===== src/rtl/b64d_pkg.sv =====
`default_nettype none

package b64d_pkg;

    // Character that stands for one pad in a group
    localparam logic [7:0] PAD_CHAR = 8'h3D;

    // Job queue between the front and the back
    localparam int QUEUE_AW    = 2;
    localparam int QUEUE_DEPTH = 1 << QUEUE_AW;

    typedef struct packed {
        logic [7:0] char_code;
        logic       end_of_message;
    } in_word_t;

    typedef struct packed {
        logic [7:0] data_byte;
        logic       is_error;
        logic       run_last;
    } out_word_t;

    typedef enum logic {
        JOB_BYTES,
        JOB_ERROR
    } job_kind_t;

    // One queued job: a finished group with its byte count, or an error word
    typedef struct packed {
        job_kind_t   kind;
        logic [1:0]  nbytes;
        logic [23:0] group;
    } job_t;

    typedef struct packed {
        logic       valid;
        logic [5:0] value;
    } sextet_t;

    // Map one character through the standard alphabet
    function automatic sextet_t sextet_of(input logic [7:0] c);
        sextet_t r;
        r.valid = 1'b1;
        r.value = '0;
        priority if (c >= 8'h41 && c <= 8'h5A) begin
            r.value = 6'(c - 8'h41);
        end else if (c >= 8'h61 && c <= 8'h7A) begin
            r.value = 6'(c - 8'h47);
        end else if (c >= 8'h30 && c <= 8'h39) begin
            r.value = 6'(c + 8'h04);
        end else if (c == 8'h2B) begin
            r.value = 6'd62;
        end else if (c == 8'h2F) begin
            r.value = 6'd63;
        end else begin
            r.valid = 1'b0;
        end
        return r;
    endfunction

endpackage

`default_nettype wire


===== src/rtl/b64d_front.sv =====
`default_nettype none

module b64d_front (
    input  wire logic             aclk,
    input  wire logic             aresetn,
    input  wire logic             s_valid,
    output logic                  s_ready,
    input  wire b64d_pkg::in_word_t s_data,
    input  wire logic             queue_full,
    output logic                  push,
    output b64d_pkg::job_t        push_job
);
    import b64d_pkg::*;

    logic [23:0] group_reg, group_next;
    logic [1:0]  chars_reg, chars_next;
    logic [2:0]  pads_reg, pads_next;
    logic        latched_reg, latched_next;

    logic        accept;
    logic        is_pad;
    logic        err;
    sextet_t     sx;
    logic [2:0]  pads_inc;
    logic [23:0] group_ins;

    assign s_ready = !queue_full;
    assign accept  = s_valid && s_ready;

    // Classify the character and place its sextet in the group
    always_comb begin
        is_pad    = (s_data.char_code == PAD_CHAR);
        sx        = sextet_of(s_data.char_code);
        pads_inc  = is_pad ? pads_reg + 3'd1 : pads_reg;
        group_ins = group_reg;
        if (!is_pad && sx.valid) begin
            unique case (chars_reg)
                2'd0:    group_ins[23:18] = sx.value;
                2'd1:    group_ins[17:12] = sx.value;
                2'd2:    group_ins[11:6]  = sx.value;
                default: group_ins[5:0]   = sx.value;
            endcase
        end
    end

    // Decide the job and the next group state
    always_comb begin
        err            = !is_pad && !sx.valid;
        push           = 1'b0;
        push_job.kind  = JOB_BYTES;
        push_job.nbytes = 2'd3 - pads_inc[1:0];
        push_job.group = group_ins;
        group_next     = group_reg;
        chars_next     = chars_reg;
        pads_next      = pads_reg;
        latched_next   = latched_reg;

        if (accept) begin
            if (latched_reg) begin
                // drop words until message end
            end else begin
                if (!err) begin
                    if (chars_reg == 2'd3) begin
                        if (pads_inc > 3'd2) begin
                            err = 1'b1;
                        end else begin
                            push = 1'b1;
                        end
                        group_next = '0;
                        chars_next = '0;
                        pads_next  = '0;
                    end else begin
                        group_next = group_ins;
                        chars_next = chars_reg + 2'd1;
                        pads_next  = pads_inc;
                        if (s_data.end_of_message) begin
                            err = 1'b1;
                        end
                    end
                end
                if (err) begin
                    push          = 1'b1;
                    push_job.kind = JOB_ERROR;
                    group_next    = '0;
                    chars_next    = '0;
                    pads_next     = '0;
                    latched_next  = 1'b1;
                end
            end
            // message end returns everything to reset
            if (s_data.end_of_message) begin
                group_next   = '0;
                chars_next   = '0;
                pads_next    = '0;
                latched_next = 1'b0;
            end
        end
    end

    always_ff @(posedge aclk) begin
        if (!aresetn) begin
            group_reg   <= '0;
            chars_reg   <= '0;
            pads_reg    <= '0;
            latched_reg <= 1'b0;
        end else begin
            group_reg   <= group_next;
            chars_reg   <= chars_next;
            pads_reg    <= pads_next;
            latched_reg <= latched_next;
        end
    end

    // Every character is either a pad or a sextet, so pads never outrun chars
    a_pads_bounded: assert property (@(posedge aclk) disable iff (!aresetn)
        pads_reg <= {1'b0, chars_reg})
        else $error("pad count exceeds character count");

    // A message end leaves the group empty and the error latch clear
    a_eom_clears: assert property (@(posedge aclk) disable iff (!aresetn)
        accept && s_data.end_of_message |=>
            chars_reg == 2'd0 && pads_reg == 3'd0 && !latched_reg)
        else $error("state not cleared after message end");

    // Nothing is queued while input is being dropped
    a_no_push_latched: assert property (@(posedge aclk) disable iff (!aresetn)
        latched_reg |-> !push)
        else $error("job queued while dropping input");

endmodule

`default_nettype wire


===== src/rtl/b64d_queue.sv =====
`default_nettype none

module b64d_queue (
    input  wire logic           aclk,
    input  wire logic           aresetn,
    input  wire logic           push,
    input  wire b64d_pkg::job_t push_job,
    output logic                full,
    input  wire logic           pop,
    output logic                empty,
    output b64d_pkg::job_t      head_job
);
    import b64d_pkg::*;

    job_t                entries_reg [QUEUE_DEPTH];
    logic [QUEUE_AW-1:0] wr_ptr_reg, wr_ptr_next;
    logic [QUEUE_AW-1:0] rd_ptr_reg, rd_ptr_next;
    logic [QUEUE_AW:0]   count_reg, count_next;

    assign full     = (count_reg == (QUEUE_AW+1)'(QUEUE_DEPTH));
    assign empty    = (count_reg == '0);
    assign head_job = entries_reg[rd_ptr_reg];

    // Advance pointers and count
    always_comb begin
        wr_ptr_next = push ? wr_ptr_reg + QUEUE_AW'(1) : wr_ptr_reg;
        rd_ptr_next = pop  ? rd_ptr_reg + QUEUE_AW'(1) : rd_ptr_reg;
        count_next  = count_reg;
        if (push && !pop) begin
            count_next = count_reg + (QUEUE_AW+1)'(1);
        end else if (pop && !push) begin
            count_next = count_reg - (QUEUE_AW+1)'(1);
        end
    end

    always_ff @(posedge aclk) begin
        if (!aresetn) begin
            wr_ptr_reg <= '0;
            rd_ptr_reg <= '0;
            count_reg  <= '0;
        end else begin
            wr_ptr_reg <= wr_ptr_next;
            rd_ptr_reg <= rd_ptr_next;
            count_reg  <= count_next;
        end
    end

    // Hold job payloads
    always_ff @(posedge aclk) begin
        if (push) begin
            entries_reg[wr_ptr_reg] <= push_job;
        end
    end

    // Pointer distance always matches the fill count
    a_ptr_count: assert property (@(posedge aclk) disable iff (!aresetn)
        QUEUE_AW'(wr_ptr_reg - rd_ptr_reg) == count_reg[QUEUE_AW-1:0])
        else $error("queue pointers disagree with count");

endmodule

`default_nettype wire


===== src/rtl/b64d_back.sv =====
`default_nettype none

module b64d_back (
    input  wire logic           aclk,
    input  wire logic           aresetn,
    input  wire logic           empty,
    input  wire b64d_pkg::job_t head_job,
    output logic                pop,
    output logic                m_valid,
    input  wire logic           m_ready,
    output b64d_pkg::out_word_t m_data
);
    import b64d_pkg::*;

    logic [1:0] idx_reg, idx_next;
    logic       take;
    logic       last;

    assign m_valid = !empty;
    assign take    = m_valid && m_ready;

    // Select the byte of the head job and mark its last word
    always_comb begin
        m_data.is_error = 1'b0;
        m_data.run_last = 1'b0;
        m_data.data_byte = '0;
        last = (idx_reg == head_job.nbytes - 2'd1);
        if (head_job.kind == JOB_ERROR) begin
            m_data.is_error = 1'b1;
            last = 1'b1;
        end else begin
            unique case (idx_reg)
                2'd0:    m_data.data_byte = head_job.group[23:16];
                2'd1:    m_data.data_byte = head_job.group[15:8];
                default: m_data.data_byte = head_job.group[7:0];
            endcase
        end
        m_data.run_last = last;
        pop = take && last;
    end

    // Advance the byte index, drop back to zero when the job retires
    always_comb begin
        idx_next = idx_reg;
        if (pop) begin
            idx_next = '0;
        end else if (take) begin
            idx_next = idx_reg + 2'd1;
        end
    end

    always_ff @(posedge aclk) begin
        if (!aresetn) begin
            idx_reg <= '0;
        end else begin
            idx_reg <= idx_next;
        end
    end

    // The byte index stays within the job being sent
    a_idx_in_job: assert property (@(posedge aclk) disable iff (!aresetn)
        m_valid && head_job.kind == JOB_BYTES |-> idx_reg < head_job.nbytes)
        else $error("byte index beyond job");

endmodule

`default_nettype wire


===== src/rtl/base64_decoder_top.sv =====
// Jobs are registered into the queue; m_ is driven from the queue head combinationally.
// Throughput: one character per cycle while the queue has room; one byte out per ready
// cycle, so a group (four characters, at most three bytes) backs up input only on stalls.
// A four-job queue between front and back absorbs output stalls; s_ready falls when it fills.
// Reset: synchronous, active low; clears group state, error latch and queue.
`default_nettype none

module base64_decoder_top (
    input  wire logic               aclk,
    input  wire logic               aresetn,
    input  wire logic               s_valid,
    output logic                    s_ready,
    input  wire b64d_pkg::in_word_t s_data,
    output logic                    m_valid,
    input  wire logic               m_ready,
    output b64d_pkg::out_word_t     m_data
);
    import b64d_pkg::*;

    logic push;
    job_t push_job;
    logic full;
    logic pop;
    logic empty;
    job_t head_job;

    b64d_front u_front (
        .aclk       (aclk),
        .aresetn    (aresetn),
        .s_valid    (s_valid),
        .s_ready    (s_ready),
        .s_data     (s_data),
        .queue_full (full),
        .push       (push),
        .push_job   (push_job)
    );

    b64d_queue u_queue (
        .aclk     (aclk),
        .aresetn  (aresetn),
        .push     (push),
        .push_job (push_job),
        .full     (full),
        .pop      (pop),
        .empty    (empty),
        .head_job (head_job)
    );

    b64d_back u_back (
        .aclk     (aclk),
        .aresetn  (aresetn),
        .empty    (empty),
        .head_job (head_job),
        .pop      (pop),
        .m_valid  (m_valid),
        .m_ready  (m_ready),
        .m_data   (m_data)
    );

endmodule

`default_nettype wire


===== config.mk =====
export PLATFORM = sky130hd
export DESIGN_NAME = base64_decoder_top
export DESIGN_NICKNAME = d
export VERILOG_FILES = /design/src/rtl/b64d_pkg.sv /design/src/rtl/b64d_front.sv /design/src/rtl/b64d_queue.sv /design/src/rtl/b64d_back.sv /design/src/rtl/base64_decoder_top.sv
export SDC_FILE = /design/constraint.sdc
export NUM_CORES = 1
export LEC_CHECK = 0
export BUFFER_PORTS_ARGS = -buffer_cell sky130_fd_sc_hd__buf_2
export CORE_MARGIN = 1.5
export CORE_UTILIZATION = 40
export DETAILED_ROUTE_END_ITERATION = 16
export PLACE_DENSITY = 0.65
export SLEW_MARGIN = 0
export SYNTH_ARGS = -nofsm -noshare
export SYNTH_HDL_FRONTEND = slang
export SYNTH_SLANG_ARGS = --single-unit

===== constraint.sdc =====
create_clock -name aclk -period 7.4 [get_ports aclk]
set_input_delay 0.74 -clock aclk [delete_from_list [all_inputs] [get_ports aclk]]
set_output_delay 0.74 -clock aclk [all_outputs]
set_load 0.02 [all_outputs]

==> flow_summary.ini <==
[floorplanning]
die_w_um = 131.7
io-pin-count = 25
rows = 46
die_y_um = 131.7
die_area_um2 = 17350
core_um2 = 16060
start_util_pct = 41.28

[timing]
setup_viol = 0
setup_tns_ns = 0
final-hold-violation-count = 0
period_share_pct = 51.20
layout_min_cycle_time_ns = 3.789
drv_slew = 0
worstMarginPinSlew_ns = 0.9895
max_slew_margin_pct = 34.03
clock_skew_ns = 0.007266
fin_ws_ns = 3.611
max_freq_mhz = 263.9
rsz0062_at_grt = no
holdWs_ns = 0.4576

[outcome]
status = completed

[cts]
cts_buffer_depth = 2
clk_pin_slew_ns = 0.06
cts_setup_buffers = 0
ctsHtreeMaxLevel = 4
cts_resized = 0
worstSkewPairLatency_ns = 0.41
tritoncts = done
root_buffer = clkbuf_16
cts-buffers-inserted = 17
hold_buffers = 0
cts.sinks = 149

[synthesis]
avgSynthCellArea_um2 = 13.87
yosysTopAreaCell = edfxtp_1
synthCells = 478
synth_nets = 514
ys_types = 53
async_flop_share_pct = 0
syn_area_um2 = 6629
synth_top_area_share_pct = 48.92
synth-seq-cells = 149
synthFlopType = edfxtp_1
synth_edf_count = 108
synthTopCellsByCount = 108 x edfxtp_1, 48 x nand2_1, 41 x dfxtp_1
yosys_warnings = 0
synth.most_common_cell = edfxtp_1
seq_area_frac_synth_pct = 61.31
synth_area_leaders = edfxtp_1 49%, dfxtp_1 12%, mux4_2 9.2%

[cells_and_area]
design_area_um2 = 7576
final_nets = 541
syn_to_final_growth_pct = 14.29
layout-drive-gt1-share_pct = 18.15
diodes = 0
largest_register_ffs = 108

[routing]
first_pass_iters = 6
drc = 0
wire_per_inst_um = 18.20
drt_wl_total_mm = 13.36
drt_iter0_drc = 282
antenna_left = 0
viasPerCell = 5.422
vias = 3980

[power]
p_comb_share_pct = 20.1
leakagePower_nw = 2.564
internal_power_mw = 1.726
switchingPower_mw = 0.6428
vdd.ir_drop.worst_v = 0.0001768
p_per_area_nw_per_um2 = 312.7
p_sw_share_pct = 27.13
p_total_mw = 2.369
seqPwrFrac_pct = 42.9
p_clk_share_pct = 37.0

[placed_design]
dpl-instance-area_um2 = 6963
port_buffers = 24
gp_congestion = 0.8235
dp_hpwl_mm = 8.816
pre_cts_ws_ns = 3.198

[grt]
grt_max_degree = 28
grt_usage_pct = 15.85
grt_pass1_wl_mm = 21.27
overflow = 0
grt_pass1_vias = 3989
antenna_found_initial = 0

[critical_path]
endpoint_kind = register
path_max_fanout = 27
path_class = register to register
crit_arrival_ns = 4.12
cp-start-kind = register
required_ns = 7.73

[flow_run]
maxCapViolCount = 0

[min_path]
hold_class = register to register
-- metrics by stage --
stage,std cells,utilization (%)
5_1_grt,734,47.18
3_3_place_gp,702,43.36
6_report,734,47.18
2_1_floorplan,478,-
4_1_cts,734,47.18
3_5_place_dp,702,43.36
-- power groups by stage --
stage	Sequential, mW	Combinational, mW	Clock, mW
CTS	1.02	0.485	0.893
global route	1.03	0.519	0.925
global placement	1.03	0.478	0
detailed placement	1.04	0.483	0
floorplan	0.997	0.382	0
finish	1.02	0.476	0.876
-- logic make-up after synthesis --
| logic type | synth area share, % |
|---|---|
| flip-flops | 61.31 |
| adder cells (fa/ha/maj) | 4.454 |
| multiplexers | 10.25 |
| AND/OR/NAND/NOR | 7.361 |
| AO/OA/AOI/OAI | 13.19 |
| buffers and inverters | 2.510 |
| XOR/XNOR | 0.9249 |
-- layer usage --
| metal | up-vias | track usage (%) | wire [um] |
|---|---|---|---|
| met2 | 62 | 26.29 | 6532 |
| li1 | 1905 | - | - |
| met5 | - | 0 | 0 |
| met3 | 6 | 3.306 | 366 |
| met4 | 0 | 4.506 | 64 |
| met1 | 2007 | 21.19 | 6396 |
-- worst max-delay path, stage by stage, from the launching register on --
cell and delay [ns]:
dfxtp_2 0.98, mux4_2 0.77, o21ba_2 0.29, mux2i_1 0.06, and2b_1 0.24, inv_1 0.09, ha_1 0.17, inv_1 0.07
fa_1 0.42, xor2_1 0.17, or3_1 0.31, a21oi_1 0.14
-- layout make-up --
type                       instances  area (um2)
clock buffer                      18       429.2
clock inverter                    14       183.9
fill                            1400        8482
inverter                          17       63.81
multi-input combinational        290        2399
sequential                       149        4065
tap                              216       270.3
timing repair buffer              30       165.2
-- worst paths after layout --
path / startpoint / end / slack, ns / depth (start not counted)
worst max register to register: register / u_queue.count_reg[2] / 3.61 / 11
worst max-delay path: register / u_queue.count_reg[2] / 3.61 / 11
worst min register to register: u_front.group_reg[21] / u_front.group_reg[21] / 0.46 / 1
worst min-delay path: u_front.group_reg[21] / u_front.group_reg[21] / 0.46 / 1
-- layout by cell type (no fill, tap or decap), types with 2 or more instances in the layout --
master	count
edfxtp_1	108
nand2_1	48
dfxtp_1	40
mux4_2	27
o21ai_1	26
o2bb2ai_1	24
buf_2	24
a21oi_1	22
ha_1	22
inv_1	17
clkbuf_16	17
nor2_1	16
o21ai_0	12
a22oi_1	10
nand3_1	7
nand2b_1	6
mux2i_1	6
o211ai_1	6
buf_4	6
xnor2_1	5
and2_1	4
clkinvlp_4	4
bufinv_16	4
nor2b_1	3
nor3_1	3
nand4_1	3
a31oi_1	3
a311oi_1	3
or3_1	3
clkinv_1	3
a21o_1	2
a2111oi_4	2
and3_1	2
o21a_1	2
a32o_1	2
xor2_1	2
Power figures use the tool's default switching activity.
